[config.mk]
export PLATFORM = sky130hd
export DESIGN_NAME = tlt_emit_flat
export DESIGN_NICKNAME = d
export VERILOG_FILES = /design/src/hdl/tlt_pkg.sv /design/src/hdl/tlt_rsp_if.sv /design/src/hdl/tlt_emit.sv /design/src/flat_wrapper.sv
export SDC_FILE = /design/constraint.sdc
export NUM_CORES = 1
export LEC_CHECK = 0
export ABC_AREA = 1
export BUFFER_PORTS_ARGS = -buffer_cell sky130_fd_sc_hd__buf_2
export CAP_MARGIN = 5
export CORE_ASPECT_RATIO = 0.5
export CORE_MARGIN = 2
export CORE_UTILIZATION = 48
export DETAILED_ROUTE_END_ITERATION = 10
export PLACE_DENSITY = 0.73
export SLEW_MARGIN = 20
export SYNTH_ARGS = -nofsm -noshare
export SYNTH_HDL_FRONTEND = slang
export SYNTH_SLANG_ARGS = --single-unit
export TNS_END_PERCENT = 50
[constraint.sdc]
create_clock -name clock -period 31.6 [get_ports clock]
set_input_delay 1.58 -clock clock [delete_from_list [all_inputs] [get_ports clock]]
set_output_delay 1.58 -clock clock [all_outputs]
set_load 0.005 [all_outputs]
[src/hdl/tlt_pkg.sv]
// Shared types, widths and the root search step for the thick line expander.
package tlt_pkg;

   localparam int COORD_W = 20;
   localparam int DIFF_W  = COORD_W + 1;
   localparam int LW_W    = 8;
   localparam int COLOR_W = 32;
   localparam int S_W     = 2 * DIFF_W;
   localparam int NUM_W   = DIFF_W + LW_W;
   localparam int SQ_W    = 2 * NUM_W;
   localparam int ACC_W   = SQ_W + 2;
   localparam int ROOT_W  = LW_W;
   localparam int OFF_W   = LW_W + 1;
   localparam int STEPS   = ROOT_W;
   localparam int CORNER_W = 3;
   localparam logic [CORNER_W-1:0] CORNER_LAST = 3'd5;

   typedef logic signed [COORD_W-1:0] coord_type;
   typedef logic signed [OFF_W-1:0]   offset_type;

   typedef struct packed {
      coord_type            sx;
      coord_type            sy;
      coord_type            ex;
      coord_type            ey;
      logic [COLOR_W-1:0]   color;
      logic                 path;
   } seg_type;

   typedef struct packed {
      seg_type              seg;
      logic                 neg_ox;
      logic                 neg_oy;
      logic                 zero;
      logic [S_W-1:0]       s;
      logic [SQ_W-1:0]      numx2;
      logic [SQ_W-1:0]      numy2;
   } front_type;

   typedef struct packed {
      logic [ACC_W-1:0]     p;
      logic [ACC_W-1:0]     q_s;
      logic [ROOT_W-1:0]    root;
   } root_type;

   typedef struct packed {
      seg_type              seg;
      offset_type           ox;
      offset_type           oy;
   } emit_type;

   // One bit of root = floor(num / sqrt(s)), tracking root^2 * s and root * s.
   function automatic root_type root_step(root_type cur, logic [S_W-1:0] s,
                                          logic [SQ_W-1:0] num2, logic [2:0] bit_idx);
      root_type         nxt;
      logic [ACC_W-1:0] s_ext;
      logic [ACC_W-1:0] cand;
      logic [3:0]       sh1;
      logic [3:0]       sh2;
      nxt   = cur;
      s_ext = ACC_W'(s);
      sh1   = {1'b0, bit_idx} + 4'd1;
      sh2   = {bit_idx, 1'b0};
      cand  = cur.p + (cur.q_s << sh1) + (s_ext << sh2);
      if (cand <= ACC_W'(num2)) begin
         nxt.p             = cand;
         nxt.q_s           = cur.q_s + (s_ext << bit_idx);
         nxt.root[bit_idx] = 1'b1;
      end
      return nxt;
   endfunction

endpackage

[src/hdl/tlt_rsp_if.sv]
// Vertex response channel.
interface tlt_rsp_if;
   tlt_pkg::coord_type                  vertex_x;
   tlt_pkg::coord_type                  vertex_y;
   logic [tlt_pkg::COLOR_W-1:0]         vertex_rgba;
   logic                                to_path_list;
   logic [tlt_pkg::CORNER_W-1:0]        corner;
   logic                                last_vertex;
   logic                                valid;
   logic                                ready;

   modport source (output vertex_x, vertex_y, vertex_rgba, to_path_list, corner, last_vertex,
                   valid, input ready);
   modport sink (input vertex_x, vertex_y, vertex_rgba, to_path_list, corner, last_vertex,
                 valid, output ready);
endinterface

[src/hdl/tlt_emit.sv]
// Holds one segment and sends its six corners through a registered output.
module tlt_emit (
   input  logic                 clock,
   input  logic                 reset,
   input  logic                 item_valid,
   input  tlt_pkg::emit_type    item,
   output logic                 take,
   tlt_rsp_if.source            rsp
);
   import tlt_pkg::*;

   logic                  hold_ff;
   emit_type              item_ff;
   logic [CORNER_W-1:0]   corner_ff;
   logic                  out_v_ff;
   coord_type             vx_ff, vy_ff;
   logic [COLOR_W-1:0]    color_ff;
   logic                  path_ff;
   logic [CORNER_W-1:0]   out_corner_ff;
   logic                  adv;
   logic                  use_start;
   logic                  minus;
   coord_type             bx, by;
   offset_type            dxo, dyo;
   coord_type             vx_in, vy_in;

   function automatic coord_type sat_add(coord_type base, offset_type off);
      logic signed [COORD_W:0] sum;
      sum = {base[COORD_W-1], base} + (COORD_W+1)'(off);
      if (sum[COORD_W] != sum[COORD_W-1]) begin
         return sum[COORD_W] ? {1'b1, {(COORD_W-1){1'b0}}} : {1'b0, {(COORD_W-1){1'b1}}};
      end
      return sum[COORD_W-1:0];
   endfunction

   assign adv       = hold_ff && (!out_v_ff || rsp.ready);
   assign take      = !hold_ff || (adv && (corner_ff == CORNER_LAST));
   assign use_start = corner_ff inside {3'd0, 3'd1, 3'd3};
   assign minus     = corner_ff inside {3'd0, 3'd3, 3'd5};
   assign bx        = use_start ? item_ff.seg.sx : item_ff.seg.ex;
   assign by        = use_start ? item_ff.seg.sy : item_ff.seg.ey;
   assign dxo       = minus ? -item_ff.ox : item_ff.ox;
   assign dyo       = minus ? -item_ff.oy : item_ff.oy;
   assign vx_in     = sat_add(bx, dxo);
   assign vy_in     = sat_add(by, dyo);

   always_ff @(posedge clock) begin
      if (reset) begin
         hold_ff   <= 1'b0;
         corner_ff <= '0;
         out_v_ff  <= 1'b0;
      end else begin
         if (adv) begin
            out_v_ff  <= 1'b1;
            corner_ff <= (corner_ff == CORNER_LAST) ? '0 : corner_ff + 1'b1;
         end else if (rsp.ready) begin
            out_v_ff <= 1'b0;
         end
         if (take) begin
            hold_ff <= item_valid;
         end
      end
   end

   always_ff @(posedge clock) begin
      if (take) begin
         item_ff <= item;
      end
      if (adv) begin
         vx_ff         <= vx_in;
         vy_ff         <= vy_in;
         color_ff      <= item_ff.seg.color;
         path_ff       <= item_ff.seg.path;
         out_corner_ff <= corner_ff;
      end
   end

   assign rsp.valid        = out_v_ff;
   assign rsp.vertex_x     = vx_ff;
   assign rsp.vertex_y     = vy_ff;
   assign rsp.vertex_rgba  = color_ff;
   assign rsp.to_path_list = path_ff;
   assign rsp.corner       = out_corner_ff;
   assign rsp.last_vertex  = (out_corner_ff == CORNER_LAST);
endmodule

[src/flat_wrapper.sv]
// flat-port wrapper written by rule: the top's interface ports become plain ports
module tlt_emit_flat import tlt_pkg::*;
  (clock, reset, item_valid, item, take, rsp_vertex_x, rsp_vertex_y, rsp_vertex_rgba, rsp_to_path_list, rsp_corner, rsp_last_vertex, rsp_valid, rsp_ready);
  tlt_rsp_if rsp_i ();
  input  logic clock;
  input  logic reset;
  input  logic item_valid;
  input  tlt_pkg::emit_type item;
  output logic take;
  output wire logic [$bits(rsp_i.vertex_x)-1:0] rsp_vertex_x;
  output wire logic [$bits(rsp_i.vertex_y)-1:0] rsp_vertex_y;
  output wire logic [$bits(rsp_i.vertex_rgba)-1:0] rsp_vertex_rgba;
  output wire logic [$bits(rsp_i.to_path_list)-1:0] rsp_to_path_list;
  output wire logic [$bits(rsp_i.corner)-1:0] rsp_corner;
  output wire logic [$bits(rsp_i.last_vertex)-1:0] rsp_last_vertex;
  output wire logic [$bits(rsp_i.valid)-1:0] rsp_valid;
  input wire logic [$bits(rsp_i.ready)-1:0] rsp_ready;
  assign rsp_vertex_x = rsp_i.vertex_x;
  assign rsp_vertex_y = rsp_i.vertex_y;
  assign rsp_vertex_rgba = rsp_i.vertex_rgba;
  assign rsp_to_path_list = rsp_i.to_path_list;
  assign rsp_corner = rsp_i.corner;
  assign rsp_last_vertex = rsp_i.last_vertex;
  assign rsp_valid = rsp_i.valid;
  assign rsp_i.ready = rsp_ready;
  tlt_emit u_core (.clock(clock), .reset(reset), .item_valid(item_valid), .item(item), .take(take), .rsp(rsp_i));
endmodule
==> results.tsv <==
metric	value	unit
yosysWarnings	0	
ys_ff_latch	212	
drt_iter0_markers	411	
finalSetupViolCount	0	
ys_types	38	
remaining_drc_errors	0	
maxCapViolations	0	
wire_per_inst	14.76	microns
p_switching	0.3390	mW
grt_pass1_wl	33.78	mm
rsz0062_at_grt	no	
p_sw_share	34.66	%
cts_root_buf	clkbuf_16	
synth_area	0.01048	sq mm
startpoint	rsp_ready	
clkPwrFrac	24.5	%
grt-ovfl-total	0	
fmax	217.4	MHz
holdBufCountCts	0	
die_area	0.02310	sq mm
path_cells	buf_2, inv_1, nand2_1, nand2_1, o21ai_4, buf_12, buf_2	
cp.arrival	3.02	ns
chipHeight	108.5	microns
comb_power_share	37.2	%
power_density	77.88	mW/mm^2
start_util	48.66	%
hpwl	16.28	mm
p_int	0.6391	mW
fin_nets	1337	
synth_area_leader_cell	edfxtp_1	
row_count	38	
cts_buffers	21	
critical_path_required	30.02	ns
syn-num-nets	1106	
clockBufferDepth	3	
p_leak	5.636	nW
vias	7039	
critPathSlowestCell	buf_12	
worst_slew_pin_slew	0.7765	ns
cts.sinks	212	
relSlewSlack	48.23	%
post-route-util	58.32	%
hold_path_class	flip-flop to flip-flop	
cts_tree	built	
tns	0	ns
slowest_delay	0.49	ns
gp_congestion	0.8889	
yosysTopAreaCellShare	59.31	%
io_pins	214	
maxSlewViolCount	0	
path_class	input port to output port	
drt-pass1-iter-count	5	
mostFrequentLayoutCells	227 x nand2_1, 213 x buf_2, 207 x edfxtp_1, 110 x inv_1, 43 x ha_1	
vias_per_cell	4.788	
final_common_cell	nand2_1	
hold_viol_final	0	
drt-total-wl	21.69	mm
fin_crit	4.600	ns
async_reset_ff_share	0	%
grt_max_degree	134	
worstSkewPairLatency	0.50	ns
grt_util_all_layers	18.69	%
post_cts_resized	0	
clk_pin_slew_worst_paths	0.06	ns
synth_area_per_cell	11.32	sq um
p_seq_share	38.3	%
drive_gt1_share	31.22	%
antenna_left	0	
syn2layout_area_growth	19.85	%
finalClockSkew	0.01079	ns
outcome	finished clean	
fin_crit_sh	14.56	%
cts_setup_buffers	0	
yosys-top-cells-area	edfxtp_1 59%, nand2_1 8.1%, ha_1 5.1%	
end_kind	output port	
r2r_start	u_core.corner_ff[2]	
fp.coreArea	0.02154	sq mm
syn_inst	926	
cp_top_family	buffers and inverters	
grt_pass1_vias	6926	
synth_edf_count	207	
crit_path_start_kind	input port	
min_from	u_core.item_ff[39]	
ys_seq_area_share	60.27	%
port_buffers	213	
ys.flop_type	edfxtp_1	
worstPathMaxFanout	133	
htreeDepth	1	
antenna_found_initial	1	
die_x	213.0	microns
ir_drop	0.04797	mV
cp_num_buf_inv	4	
area by class of cell:
| class | instances | area [sq um] |
|---|---|---|
| Antenna cell | 1 | 2.502 |
| Clock buffer | 25 | 540.5 |
| Clock inverter | 10 | 111.4 |
| Fill cell | 1849 | 8977 |
| Inverter | 118 | 442.9 |
| Multi-Input combinational cell | 587 | 3664 |
| Sequential cell | 212 | 6316 |
| Tap cell | 300 | 375.4 |
| Timing Repair Buffer | 217 | 1109 |
metrics by stage:
stage / std cells / setup slack [ns] / hold slack (ns) / instance area (sq um) / total power [mW]
2_1_floorplan: 926 / 18.90 / 0.4003 / 10480 / 0.6615
3_3_place_gp: 1434 / 27.10 / 0.4002 / 11900 / 0.7379
3_5_place_dp: 1434 / 27.02 / 0.4045 / 11900 / 0.7452
4_1_cts: 1469 / 27.02 / 0.4173 / 12550 / 0.9882
5_1_grt: 1470 / 26.88 / 0.4216 / 12560 / 1.044
6_report: 1470 / 27.00 / 0.4159 / 12560 / 0.9782
synth_stat cells (2+ instances only):
cell type / count
nor2_1: 39
nand2_1: 227
and2_4: 2
nand3b_4: 2
edfxtp_1: 207
dfxtp_1: 5
o31ai_1: 2
and2_1: 2
o21bai_1: 12
buf_6: 2
buf_2: 4
xnor2_1: 14
o21ai_0: 12
nand2_4: 6
nand3_2: 3
fa_1: 2
nand2_2: 40
nor2_4: 5
a21oi_1: 40
nand4_1: 12
inv_1: 111
a21oi_2: 3
nand4_2: 2
nand3_1: 36
nor3_1: 9
xor2_1: 26
inv_2: 7
ha_1: 43
nor2_2: 5
mux2_2: 38
power groups by stage:
stage / logic [mW] / clock network (mW) / registers, mW
2_1_floorplan: 0.275 / 0 / 0.387
3_3_place_gp: 0.358 / 0 / 0.380
3_5_place_dp: 0.364 / 0 / 0.381
4_1_cts: 0.366 / 0.247 / 0.375
5_1_grt: 0.409 / 0.256 / 0.378
6_report: 0.364 / 0.239 / 0.375
path summary, 6_finish.rpt:
| check | to | slack (ns) | cells after the start |
|---|---|---|---|
| setup / recovery | take | 27.00 | 7 |
| hold / removal | u_core.rsp.vertex_rgba[20] | 0.42 | 0 |
| setup reg to reg | u_core.rsp.vertex_y[12] | 27.49 | 19 |
| hold reg to reg | u_core.rsp.vertex_rgba[20] | 0.42 | 0 |
sequential cells by signal (all words and copies together) (netlist names):
signal and flops:
u_core.corner_ff 3, u_core.hold_ff 1, u_core.item_ff 131, u_core.rsp.corner 3, u_core.rsp.to_path_list 1, u_core.rsp.valid 1
u_core.rsp.vertex_rgba 32, u_core.rsp.vertex_x 20, u_core.rsp.vertex_y 20
per-layer routing:
layer / GRT usage (%) / vias to the layer above / wire length (microns)
met2: 33.64 / 119 / 11140
met1: 23.67 / 3285 / 9291
met4: 4.795 / 0 / 495
met5: 0 / - / 0
li1: - / 3600 / -
met3: 3.021 / 35 / 764
cell families (layout without fill, tap and decap cells):
logic type | Yosys count | in the layout | share of synthesized area [%]
xor+xnor | 40 | 40 | 3.343
simple gates | 393 | 393 | 17.92
flops | 212 | 212 | 60.27
fa+ha+maj | 45 | 45 | 5.516
other cells | 0 | 1 | 0
compound gates | 71 | 71 | 3.868
mux | 38 | 38 | 4.083
buf+inv | 127 | 370 | 5.002
(Power assumes the default switching activity.)
